### src/sv/hsl_to_rgb_converter_core_assert.svh
// Assertion macros for the HSL to RGB converter.
// Included by the modules that check their own pipeline invariants.
`ifndef HSL_TO_RGB_CONVERTER_CORE_ASSERT_SVH
`define HSL_TO_RGB_CONVERTER_CORE_ASSERT_SVH

`ifndef SYNTHESIS
// Clocked check, switched off while reset is held
`define HSLRGB_ASSERT(lbl, clk, rst_n, prop, msg) \
  lbl: assert property (@(posedge clk) disable iff (!rst_n) prop) else $error(msg);
// Clocked check that also runs through reset
`define HSLRGB_ASSERT_ALWAYS(lbl, clk, prop, msg) \
  lbl: assert property (@(posedge clk) prop) else $error(msg);
`else
`define HSLRGB_ASSERT(lbl, clk, rst_n, prop, msg)
`define HSLRGB_ASSERT_ALWAYS(lbl, clk, prop, msg)
`endif

`endif

### src/sv/hslrgb_pkg.sv
// Shared constants, types and fixed-point formats for the HSL to RGB converter.
// No dependencies; imported by every module of the block.
package hslrgb_pkg;

  // Fixed-point format: FRAC_BITS fraction bits, one = 2^FRAC_BITS
  localparam int FRAC_BITS = 12;
  localparam int IN_BITS   = 12;
  localparam int FW        = FRAC_BITS + 1;
  localparam int N_STAGES  = 6;

  localparam int unsigned ONE_I = 32'd1 << FRAC_BITS;

  localparam logic [FRAC_BITS:0]   ONE        = FW'(ONE_I);
  localparam logic [FRAC_BITS-1:0] HALF       = FRAC_BITS'(ONE_I / 2);
  localparam logic [FRAC_BITS-1:0] THIRD      = FRAC_BITS'(ONE_I / 3);
  localparam logic [FRAC_BITS-1:0] SIXTH      = FRAC_BITS'(ONE_I / 6);
  localparam logic [FRAC_BITS-1:0] TWO_THIRDS = FRAC_BITS'((2 * ONE_I) / 3);

  // Hue offsets per channel, modulo one turn
  localparam logic [FRAC_BITS-1:0] OFS_RED   = THIRD;
  localparam logic [FRAC_BITS-1:0] OFS_GREEN = '0;
  localparam logic [FRAC_BITS-1:0] OFS_BLUE  = FRAC_BITS'(ONE_I - ONE_I / 3);

  typedef logic [FRAC_BITS:0]   unit_t;   // value in [0, one]
  typedef logic [FRAC_BITS-1:0] frac_t;   // value in [0, one)

  // p, q and their difference, with the gray flag and lightness
  typedef struct packed {
    logic  gray;
    unit_t l;
    unit_t p;
    unit_t q;
    unit_t d;
  } qp_t;

  // Per-stage load enables and valid bits
  typedef struct packed {
    logic [N_STAGES-1:0] ld;
    logic [N_STAGES-1:0] vld;
  } pipe_ctl_t;

endpackage

### src/sv/hslrgb_ctrl.sv
// Pipeline valid/stall control for the HSL to RGB converter.
// Depends on hslrgb_pkg and the assertion header.
`include "hsl_to_rgb_converter_core_assert.svh"

module hslrgb_ctrl (
  input  logic                  clk,
  input  logic                  rst_n,
  input  logic                  in_valid,
  input  logic                  out_stall,
  output logic                  in_stall,
  output hslrgb_pkg::pipe_ctl_t ctl
);
  import hslrgb_pkg::*;

  logic [N_STAGES-1:0] vld_r;
  logic [N_STAGES-1:0] vld_nxt;
  logic [N_STAGES-1:0] rdy;

  // A stage may load when it is empty or the stage after it moves on
  always_comb begin
    rdy[N_STAGES-1] = !vld_r[N_STAGES-1] || !out_stall;
    for (int k = N_STAGES - 2; k >= 0; k--) begin
      rdy[k] = !vld_r[k] || rdy[k+1];
    end
    vld_nxt[0] = rdy[0] ? in_valid : vld_r[0];
    for (int k = 1; k < N_STAGES; k++) begin
      vld_nxt[k] = rdy[k] ? vld_r[k-1] : vld_r[k];
    end
  end

  always_ff @(posedge clk) begin
    if (!rst_n) begin
      vld_r <= '0;
    end else begin
      vld_r <= vld_nxt;
    end
  end

  assign in_stall = !rdy[0];
  assign ctl.ld   = rdy;
  assign ctl.vld  = vld_r;

  // Input only held off when every stage is occupied
  `HSLRGB_ASSERT(a_stall_full, clk, rst_n, in_stall |-> (&vld_r), "input stalled with a bubble")
  // Items in flight change only by what enters and leaves
  `HSLRGB_ASSERT(a_item_count, clk, rst_n, $past(rst_n) |-> ($countones(vld_r) == $past($countones(vld_r)) + int'($past(in_valid && !in_stall)) - int'($past(vld_r[N_STAGES-1] && !out_stall))), "item lost or duplicated")
  // Reset empties the pipeline
  `HSLRGB_ASSERT_ALWAYS(a_reset_empty, clk, !rst_n |=> (vld_r == '0), "valid bits survive reset")

endmodule

### src/sv/hslrgb_qp.sv
// Front end of the converter: input clamp, fixed-point scaling, q and p.
// Depends on hslrgb_pkg and the assertion header; stages 1 to 3.
`include "hsl_to_rgb_converter_core_assert.svh"

module hslrgb_qp (
  input  logic                                    clk,
  input  logic                                    rst_n,
  input  hslrgb_pkg::pipe_ctl_t                   ctl,
  input  logic [hslrgb_pkg::IN_BITS-1:0]          hue,
  input  logic [hslrgb_pkg::IN_BITS:0]            saturation,
  input  logic [hslrgb_pkg::IN_BITS:0]            lightness,
  output hslrgb_pkg::frac_t                       h_fix,
  output hslrgb_pkg::qp_t                         qp
);
  import hslrgb_pkg::*;

  localparam int UP_SHIFT   = (FRAC_BITS >= IN_BITS) ? FRAC_BITS - IN_BITS : 0;
  localparam int DOWN_SHIFT = (FRAC_BITS >= IN_BITS) ? 0 : IN_BITS - FRAC_BITS;
  localparam int MW         = 2 * FRAC_BITS + 3;  // l times (one + s)
  localparam int QW         = FRAC_BITS + 2;
  localparam logic [IN_BITS:0] IN_MAX = (IN_BITS + 1)'(32'd1 << IN_BITS);

  // Input scale (12 fraction bits) moved to FRAC_BITS, truncating
  function automatic unit_t to_fixed(input logic [IN_BITS:0] v);
    logic [IN_BITS+FRAC_BITS:0] w;
    w = (IN_BITS + FRAC_BITS + 1)'(v) << UP_SHIFT;
    w = w >> DOWN_SHIFT;
    return FW'(w);
  endfunction

  // Stage 1: clamp and scale
  logic [IN_BITS:0] s_clamp, l_clamp;
  unit_t            h_wide;
  frac_t            h1_r;
  unit_t            s1_r, l1_r;

  always_comb begin
    s_clamp = (saturation > IN_MAX) ? IN_MAX : saturation;
    l_clamp = (lightness > IN_MAX) ? IN_MAX : lightness;
    h_wide  = to_fixed({1'b0, hue});
  end

  always_ff @(posedge clk) begin
    if (ctl.ld[0]) begin
      h1_r <= h_wide[FRAC_BITS-1:0];
      s1_r <= to_fixed(s_clamp);
      l1_r <= to_fixed(l_clamp);
    end
  end

  assign h_fix = h1_r;

  // Stage 2: l * (one + s) below half lightness, l * s above
  logic             lo_nxt;
  logic [QW-1:0]    mul_b;
  logic [MW-1:0]    prod2_r;
  unit_t            l2_r, s2_r;
  logic             lo2_r, gray2_r;

  always_comb begin
    lo_nxt = l1_r < {1'b0, HALF};
    mul_b  = lo_nxt ? (QW'(ONE) + QW'(s1_r)) : QW'(s1_r);
  end

  always_ff @(posedge clk) begin
    if (ctl.ld[1]) begin
      prod2_r <= MW'(l1_r) * MW'(mul_b);
      l2_r    <= l1_r;
      s2_r    <= s1_r;
      lo2_r   <= lo_nxt;
      gray2_r <= (s1_r == '0);
    end
  end

  // Stage 3: q, p = 2l - q, d = q - p = 2(q - l)
  logic [QW:0]   prod_sh;
  unit_t         q_nxt, q_l_diff;
  qp_t           qp_nxt, qp_r;

  always_comb begin
    prod_sh  = prod2_r[MW-1:FRAC_BITS];
    q_nxt    = lo2_r ? FW'(prod_sh)
                     : FW'(QW'(l2_r) + QW'(s2_r) - QW'(prod_sh));
    q_l_diff = q_nxt - l2_r;
    qp_nxt.gray = gray2_r;
    qp_nxt.l    = l2_r;
    qp_nxt.q    = q_nxt;
    qp_nxt.p    = FW'({l2_r, 1'b0} - QW'(q_nxt));
    qp_nxt.d    = FW'({q_l_diff, 1'b0});
  end

  always_ff @(posedge clk) begin
    if (ctl.ld[2]) begin
      qp_r <= qp_nxt;
    end
  end

  assign qp = qp_r;

  // Ramp endpoints stay ordered and within one
  `HSLRGB_ASSERT(a_qp_order, clk, rst_n, (ctl.vld[2] && !qp_r.gray) |-> (qp_r.p <= qp_r.q), "p above q")
  `HSLRGB_ASSERT(a_q_range, clk, rst_n, (ctl.vld[2] && !qp_r.gray) |-> ((qp_r.q <= ONE) && (qp_r.d == qp_r.q - qp_r.p)), "q out of range or d inconsistent")

endmodule

### src/sv/hslrgb_ramp.sv
// One colour channel: hue offset, piecewise-linear ramp and byte scaling.
// Depends on hslrgb_pkg and the assertion header; stages 2 to 6.
`include "hsl_to_rgb_converter_core_assert.svh"

module hslrgb_ramp (
  input  logic                  clk,
  input  logic                  rst_n,
  input  hslrgb_pkg::pipe_ctl_t ctl,
  input  hslrgb_pkg::frac_t     hue_ofs,
  input  hslrgb_pkg::frac_t     h_fix,
  input  hslrgb_pkg::qp_t       qp,
  output logic [7:0]            chan
);
  import hslrgb_pkg::*;

  localparam int PW = 2 * FRAC_BITS + 1;  // d times 6t

  typedef enum logic [1:0] {
    RG_RISE = 2'd0,
    RG_FLAT = 2'd1,
    RG_FALL = 2'd2,
    RG_LOW  = 2'd3
  } region_t;

  function automatic frac_t times6(input frac_t x);
    logic [FRAC_BITS+2:0] w;
    w = ((FRAC_BITS + 3)'(x) << 2) + ((FRAC_BITS + 3)'(x) << 1);
    return w[FRAC_BITS-1:0];
  endfunction

  // floor(255 * v / one), saturated
  function automatic logic [7:0] to_byte(input unit_t v);
    logic [FRAC_BITS+8:0] m;
    logic [8:0]           c;
    m = {v, 8'd0} - (FRAC_BITS + 9)'(v);
    c = m[FRAC_BITS+8:FRAC_BITS];
    return (c > 9'd255) ? 8'hFF : c[7:0];
  endfunction

  // Stage 2: wrapped hue for this channel
  frac_t t2_r;

  always_ff @(posedge clk) begin
    if (ctl.ld[1]) begin
      t2_r <= h_fix + hue_ofs;
    end
  end

  // Stage 3: ramp region and slope factor
  region_t rg3_nxt, rg3_r;
  frac_t   f3_nxt, f3_r;

  always_comb begin
    if (t2_r < SIXTH) begin
      rg3_nxt = RG_RISE;
      f3_nxt  = times6(t2_r);
    end else if (t2_r < HALF) begin
      rg3_nxt = RG_FLAT;
      f3_nxt  = '0;
    end else if (t2_r < TWO_THIRDS) begin
      rg3_nxt = RG_FALL;
      f3_nxt  = times6(TWO_THIRDS - t2_r);
    end else begin
      rg3_nxt = RG_LOW;
      f3_nxt  = '0;
    end
  end

  always_ff @(posedge clk) begin
    if (ctl.ld[2]) begin
      rg3_r <= rg3_nxt;
      f3_r  <= f3_nxt;
    end
  end

  // Stage 4: slope product
  logic [PW-1:0] prod4_r;
  region_t       rg4_r;
  unit_t         p4_r, q4_r, l4_r;
  logic          gray4_r;

  always_ff @(posedge clk) begin
    if (ctl.ld[3]) begin
      prod4_r <= PW'(qp.d) * PW'(f3_r);
      rg4_r   <= rg3_r;
      p4_r    <= qp.p;
      q4_r    <= qp.q;
      l4_r    <= qp.l;
      gray4_r <= qp.gray;
    end
  end

  // Stage 5: ramp value, or lightness for gray
  unit_t v5_nxt, v5_r;

  always_comb begin
    if (gray4_r) begin
      v5_nxt = l4_r;
    end else begin
      case (rg4_r)
        RG_RISE, RG_FALL: v5_nxt = p4_r + prod4_r[PW-1:FRAC_BITS];
        RG_FLAT:          v5_nxt = q4_r;
        RG_LOW:           v5_nxt = p4_r;
        default:          v5_nxt = p4_r;
      endcase
    end
  end

  always_ff @(posedge clk) begin
    if (ctl.ld[4]) begin
      v5_r <= v5_nxt;
    end
  end

  // Stage 6: byte scaling into the output register
  logic [7:0] chan_r;

  always_ff @(posedge clk) begin
    if (ctl.ld[5]) begin
      chan_r <= to_byte(v5_r);
    end
  end

  assign chan = chan_r;

  // Channel value never exceeds one before scaling
  `HSLRGB_ASSERT(a_value_range, clk, rst_n, ctl.vld[4] |-> (v5_r <= ONE), "ramp value above one")

endmodule

### src/sv/hsl_to_rgb_converter_core.sv
// Top level of the HSL to RGB converter: control, front end and three channels.
// Depends on hslrgb_pkg, hslrgb_ctrl, hslrgb_qp and hslrgb_ramp.
//
//  channel  handshake            payload
//  -------  -------------------  ------------------------------------------
//  in       in_valid / in_stall  in_hue[11:0] in_saturation[12:0] in_lightness[12:0]
//  out      out_valid / out_stall out_red[7:0] out_green[7:0] out_blue[7:0]
//
// Six register stages; one item per clock while out_stall is low; out_valid rises when
// the item reaches the last stage. Stages: scale, l*(one+s) or l*s product, q/p and
// hue region, slope product, ramp sum, byte scaling.
// Synchronous active-low reset clears the stage valid bits only.
// Each stage holds under stall only when full; bubbles close up, so items keep
// being taken while a result waits at the output.

module hsl_to_rgb_converter_core (
  input  logic                                 clk,
  input  logic                                 rst_n,
  input  logic                                 in_valid,
  output logic                                 in_stall,
  input  logic [hslrgb_pkg::IN_BITS-1:0]       in_hue,
  input  logic [hslrgb_pkg::IN_BITS:0]         in_saturation,
  input  logic [hslrgb_pkg::IN_BITS:0]         in_lightness,
  output logic                                 out_valid,
  input  logic                                 out_stall,
  output logic [7:0]                           out_red,
  output logic [7:0]                           out_green,
  output logic [7:0]                           out_blue
);
  import hslrgb_pkg::*;

  pipe_ctl_t ctl;
  frac_t     h_fix;
  qp_t       qp;

  // Stage valid and load control
  hslrgb_ctrl u_ctrl (
    .clk       (clk),
    .rst_n     (rst_n),
    .in_valid  (in_valid),
    .out_stall (out_stall),
    .in_stall  (in_stall),
    .ctl       (ctl)
  );

  assign out_valid = ctl.vld[N_STAGES-1];

  // Shared q/p front end
  hslrgb_qp u_qp (
    .clk        (clk),
    .rst_n      (rst_n),
    .ctl        (ctl),
    .hue        (in_hue),
    .saturation (in_saturation),
    .lightness  (in_lightness),
    .h_fix      (h_fix),
    .qp         (qp)
  );

  // One ramp per colour channel
  hslrgb_ramp u_ramp_red (
    .clk     (clk),
    .rst_n   (rst_n),
    .ctl     (ctl),
    .hue_ofs (OFS_RED),
    .h_fix   (h_fix),
    .qp      (qp),
    .chan    (out_red)
  );

  hslrgb_ramp u_ramp_green (
    .clk     (clk),
    .rst_n   (rst_n),
    .ctl     (ctl),
    .hue_ofs (OFS_GREEN),
    .h_fix   (h_fix),
    .qp      (qp),
    .chan    (out_green)
  );

  hslrgb_ramp u_ramp_blue (
    .clk     (clk),
    .rst_n   (rst_n),
    .ctl     (ctl),
    .hue_ofs (OFS_BLUE),
    .h_fix   (h_fix),
    .qp      (qp),
    .chan    (out_blue)
  );

endmodule

### config.mk
export PLATFORM = sky130hd
export DESIGN_NAME = hsl_to_rgb_converter_core
export DESIGN_NICKNAME = d
export VERILOG_FILES = /design/src/sv/hslrgb_pkg.sv /design/src/sv/hslrgb_ctrl.sv /design/src/sv/hslrgb_qp.sv /design/src/sv/hslrgb_ramp.sv /design/src/sv/hsl_to_rgb_converter_core.sv
export VERILOG_INCLUDE_DIRS = /design/src /design/src/sv
export SDC_FILE = /design/constraint.sdc
export NUM_CORES = 2
export LEC_CHECK = 0
export ABC_AREA = 1
export BUFFER_PORTS_ARGS = -buffer_cell sky130_fd_sc_hd__buf_2
export CAP_MARGIN = 10
export CORE_UTILIZATION = 39
export DETAILED_ROUTE_END_ITERATION = 8
export PLACE_DENSITY_LB_ADDON = 0.1
export SYNTH_ARGS = -nofsm -noshare
export SYNTH_HDL_FRONTEND = slang
export SYNTH_SLANG_ARGS = --single-unit
### constraint.sdc
create_clock -name clk -period 7 [get_ports clk]
set_input_delay 0.35 -clock clk [delete_from_list [all_inputs] [get_ports clk]]
set_output_delay 0.35 -clock clk [all_outputs]
set_load 0.01 [all_outputs]
==> summary.txt <==
Floorplan
  – Die span in x: roughly 330 um
  – Initial cell density of the core: between 30% and 40%
  – Row Count: about 120
  – CORE AREA: approximately 110000 um2
  – Num ports: 68
  – Die area: roughly 110000 um2
  – Chip Height: 327 um

Worst setup path
  – CP cell instances: nor2_1, ha_1, nand2_1, inv_1, fa_1, inv_1, fa_1, inv_1, fa_1, fa_1, inv_1, fa_1, inv_1, ha_1, a21oi_1, o21ai_1, inv_1, nand2_1, a21oi_1, o21ai_1, xor2_1
  – Reg-to-Reg Start: u_qp.l1_r[12]
  – Data required time at the worst endpoint: around 7.3 ns
  – Crit end category: register
  – Crit-path most repeated cell: inv_1
  – Worst path arrival time: just under 6 ns
  – Worst R2R End: u_qp.prod2_r[22]
  – R2r worst-path depth: 21
  – Crit-path max FO: 15
  – R2R Setup Slk: roughly 1.4 ns
  – Max incr delay on CP: about 0.64 ns
  – CP Launch Type: register
  – Setup CP Type: register to register
  – Slowest cell on crit path: edfxtp_1

Pwr
  – Power consumption: 20.3 mW
  – P_leak: between 20 and 25 nW
  – Max VDD drop: roughly 0.33 mV
  – Power per Cell Area: 455 nW/um2

Detailed routing
  – DR WL/cell: 16.4 um
  – Routed vias: ~31000
  – Iter 0 DRT Violations: between 1500 and 2000
  – DRT antenna net count: 0
  – Pre-Repair DR Iteration Count: 6
  – Drt via density: 4.81
  – Total length of routed wires: 107 mm
  – # DRC: 0

Synthesis
  – Synth top area cells: edfxtp_1 (26%), fa_1 (20%), ha_1 (13%)
  – Top cell type by total area after synthesis: edfxtp_1
  – Avg Cell Area, Syn: roughly 8.2 um2
  – Post-synth EDFFs: between 300 and 400
  – Most common flop cell mapped by yosys: edfxtp_1
  – Post-synth net total: approximately 5900
  – Flops & latches, synth: 357
  – Cells after Synth: a little over 5000
  – Top cell type's share of synthesized area: 25.5%
  – Synth Cell Area: 41300 um2
  – Post-synthesis mux area share: 0%
  – Sequential fraction of the synthesis area: 25.8%
  – Simple-gate portion of the synthesized area: 17.4%
  – Distinct cell type count of the synthesized netlist: just under 50
  – Post-Synth Adder-Cell Area: 33.3%
  – YS warnings: 0
  – Synth Area in XOR/XNOR: under 10%
  – Compound-Gate Fraction of Synth Area: 7.26%
  – Post-synth ARST share: 0%
  – Main combinational cell family by area after synthesis: adder cells

Finish
  – Share of cells above drive strength 1: under 10%
  – Area delta synth->final: 8.09%
  – Fin util: 42.5%
  – Fillcell total: 10786
  – Nets@finish: between 5000 and 6000
  – Post-route cell area: 44600 um2
  – Non-filler cells, final: ~6500

Timing
  – Smallest hold slack: 0.0612 ns
  – Unrepaired setup endpoints after global routing: false
  – Max transition margin: between 20% and 30%
  – Setup TNS: 0 ns
  – Clk_skew: 0.0214 ns
  – Worst-Margin Slew: between 1 and 1.5 ns
  – Hold Violations, Final: 0
  – Max Clk Rate: about 0.18 GHz
  – Number of setup violations in the final report: 0
  – Max-slew violation count: 0
  – Final setup margin: 1.37 ns
  – Tmin final: 5.63 ns
  – Final period util: between 80 and 90%

Global route
  – Vias in the first global route: 32043
  – Grt total ovfl: 0
  – GRT Total Usage: ~20%
  – Largest net degree at the start of global routing: 63
  – Initial antenna violation count: 1
  – First-pass GRT wire length: between 150 and 200 mm

CTS
  – Root Driver: clkbuf_16
  – Worst-Skew Late Latency: between 0.5 and 0.6 ns
  – Clk sinks: 357
  – Post CTS Setup Buffer Count: 0
  – TritonCTS clock tree: done
  – Clock slew at reported path FFs: 0.07 ns
  – H-tree depth: 2
  – Max Root-Sink Buffers: 3
  – Num CTS Buffers: 44

Placed design
  – Placed Cells: between 6000 and 7000
  – Placer Congestion: just under 0.9
  – I/O Buffers: 67
  – Hpwl dp: 87.3 mm
  – Post-Place Cell Area: 43100 um2
  – Post-place setup slack: around 1.3 ns

Flow run
  – Max-cap violation count: 0

Hold path
  – Hold Crit Start: in_saturation[7]
  – Hold EP: u_qp.s1_r[7]
  – Worst hold path class: primary input to register
  – Worst hold path cell count: 3

Run status
  – Status: complete, no violations
## how the worst max path moves through the flow
stage             startpoint  cells after the start  slack (ns)                to
2_1_floorplan      out_stall                     11        0.87     u_qp.h_fix[0]
3_3_place_gp   u_qp.l1_r[11]                     21        1.40  u_qp.prod2_r[22]
3_5_place_dp   u_qp.l1_r[11]                     21        1.35  u_qp.prod2_r[22]
4_1_cts        u_qp.l1_r[11]                     21        1.34  u_qp.prod2_r[22]
5_1_grt        u_qp.l1_r[12]                     21        0.85  u_qp.prod2_r[22]
6_report       u_qp.l1_r[12]                     21        1.37  u_qp.prod2_r[22]
## cells in the mapped netlist, drive strengths merged, types with 5 or more instances
master	n
inv	1275
nand2	1171
ha	433
fa	417
edfxtp	351
nor2	231
a21oi	213
nand3	205
o21ai	167
clkbuf	124
xor2	121
nand4	62
nor3	38
xnor2	37
o21bai	25
a21o	23
o22ai	22
a31oi	15
o221ai	14
or2	13
o21a	12
o211ai	11
nand3b	9
a211oi	8
a221oi	8
nor4	8
a21boi	6
dfxtp	6
and3	5
buf	5
## flip-flops by register name, indices dropped and copies added (netlist names), 11 cells and up
| name | cells |
|---|---|
| u_ramp_green.f3_r | 11 |
| u_qp.s1_r | 13 |
| u_ramp_green.t2_r | 12 |
| u_ramp_green.p4_r | 12 |
| u_ramp_green.prod4_r | 13 |
| u_ramp_blue.v5_r | 13 |
| u_qp.l2_r | 13 |
| u_ramp_red.t2_r | 12 |
| u_ramp_red.prod4_r | 13 |
| u_ramp_green.v5_r | 13 |
| u_ramp_red.v5_r | 13 |
| u_qp.qp | 51 |
| u_ramp_blue.t2_r | 11 |
| u_ramp_red.f3_r | 11 |
| u_qp.h_fix | 12 |
| u_qp.s2_r | 13 |
| u_ramp_green.q4_r | 13 |
| u_ramp_green.l4_r | 13 |
| u_ramp_blue.prod4_r | 13 |
| u_ramp_blue.f3_r | 11 |
| u_qp.prod2_r | 13 |
| u_qp.l1_r | 13 |
## final cells by class
class	count	area [um2]	area share, %
inverters	1278	4800	10.8
diodes	1	2.50	0.00561
multi-input cells	3282	25400	56.8
well taps	1391	1740	3.90
clock inverters	25	239	0.535
repair buffers	111	706	1.58
flip-flops and latches	357	10700	23.9
clock buffers	54	1140	2.55
## power by group
| part | internal, mW | switching [mW] | total [mW] | leakage (nW) |
|---|---|---|---|---|
| registers | 3.49 | 0.928 | 4.41 | 3.90 |
| logic | 5.00 | 8.68 | 13.7 | 19.7 |
| clock network | 1.25 | 0.953 | 2.20 | 0.661 |
| total | 9.73 | 10.6 | 20.3 | 24.2 |
## critical path, delay by kind of cell (launching register included)
family	cells	cell delay [ns]
adders and majority gates	7	3.33
AOI/OAI and AO/OA	4	0.65
DFF	1	0.64
buffers and inverters	6	0.33
and+or+nand+nor	3	0.30
xor gates and xnor gates	1	0.15
## cell families after synthesis
family / after synthesis
AOI/OAI and AO/OA: 527
buffers and inverters: 1407
DFF: 357
xor gates and xnor gates: 158
and+or+nand+nor: 1747
adders and majority gates: 850
## layer usage
metal	wire length, um	GRT usage, %	vias up
met5	0	0	-
met1	50800	27.9	14879
li1	-	-	15698
met3	4230	2.42	118
met4	2670	5.15	0
met2	49200	34.0	548
## cells in the final DEF, fill, tap and decap left out, types with 9 or more instances in the layout
cell type,instances
a21o_1,23
a21oi_1,211
a31oi_1,15
buf_2,67
buf_4,28
clkbuf_1,10
clkbuf_16,44
dlygate4sd3_1,16
edfxtp_1,351
fa_1,417
ha_1,433
inv_1,1237
inv_2,34
nand2_1,1167
nand3_1,203
nand3b_1,9
nand4_1,62
nor2_1,223
nor3_1,38
o211ai_1,11
o21a_1,12
o21ai_0,75
o21ai_1,92
o21bai_1,25
o221ai_1,14
o22ai_1,22
xnor2_1,37
xor2_1,119
## repair_timing
item | 4_1_cts | 5_1_grt
hold buffers | 16 | 0
resized for setup | 0 | 0
hold endpoints to repair | 15 | 0
(Power assumes the default switching activity.)
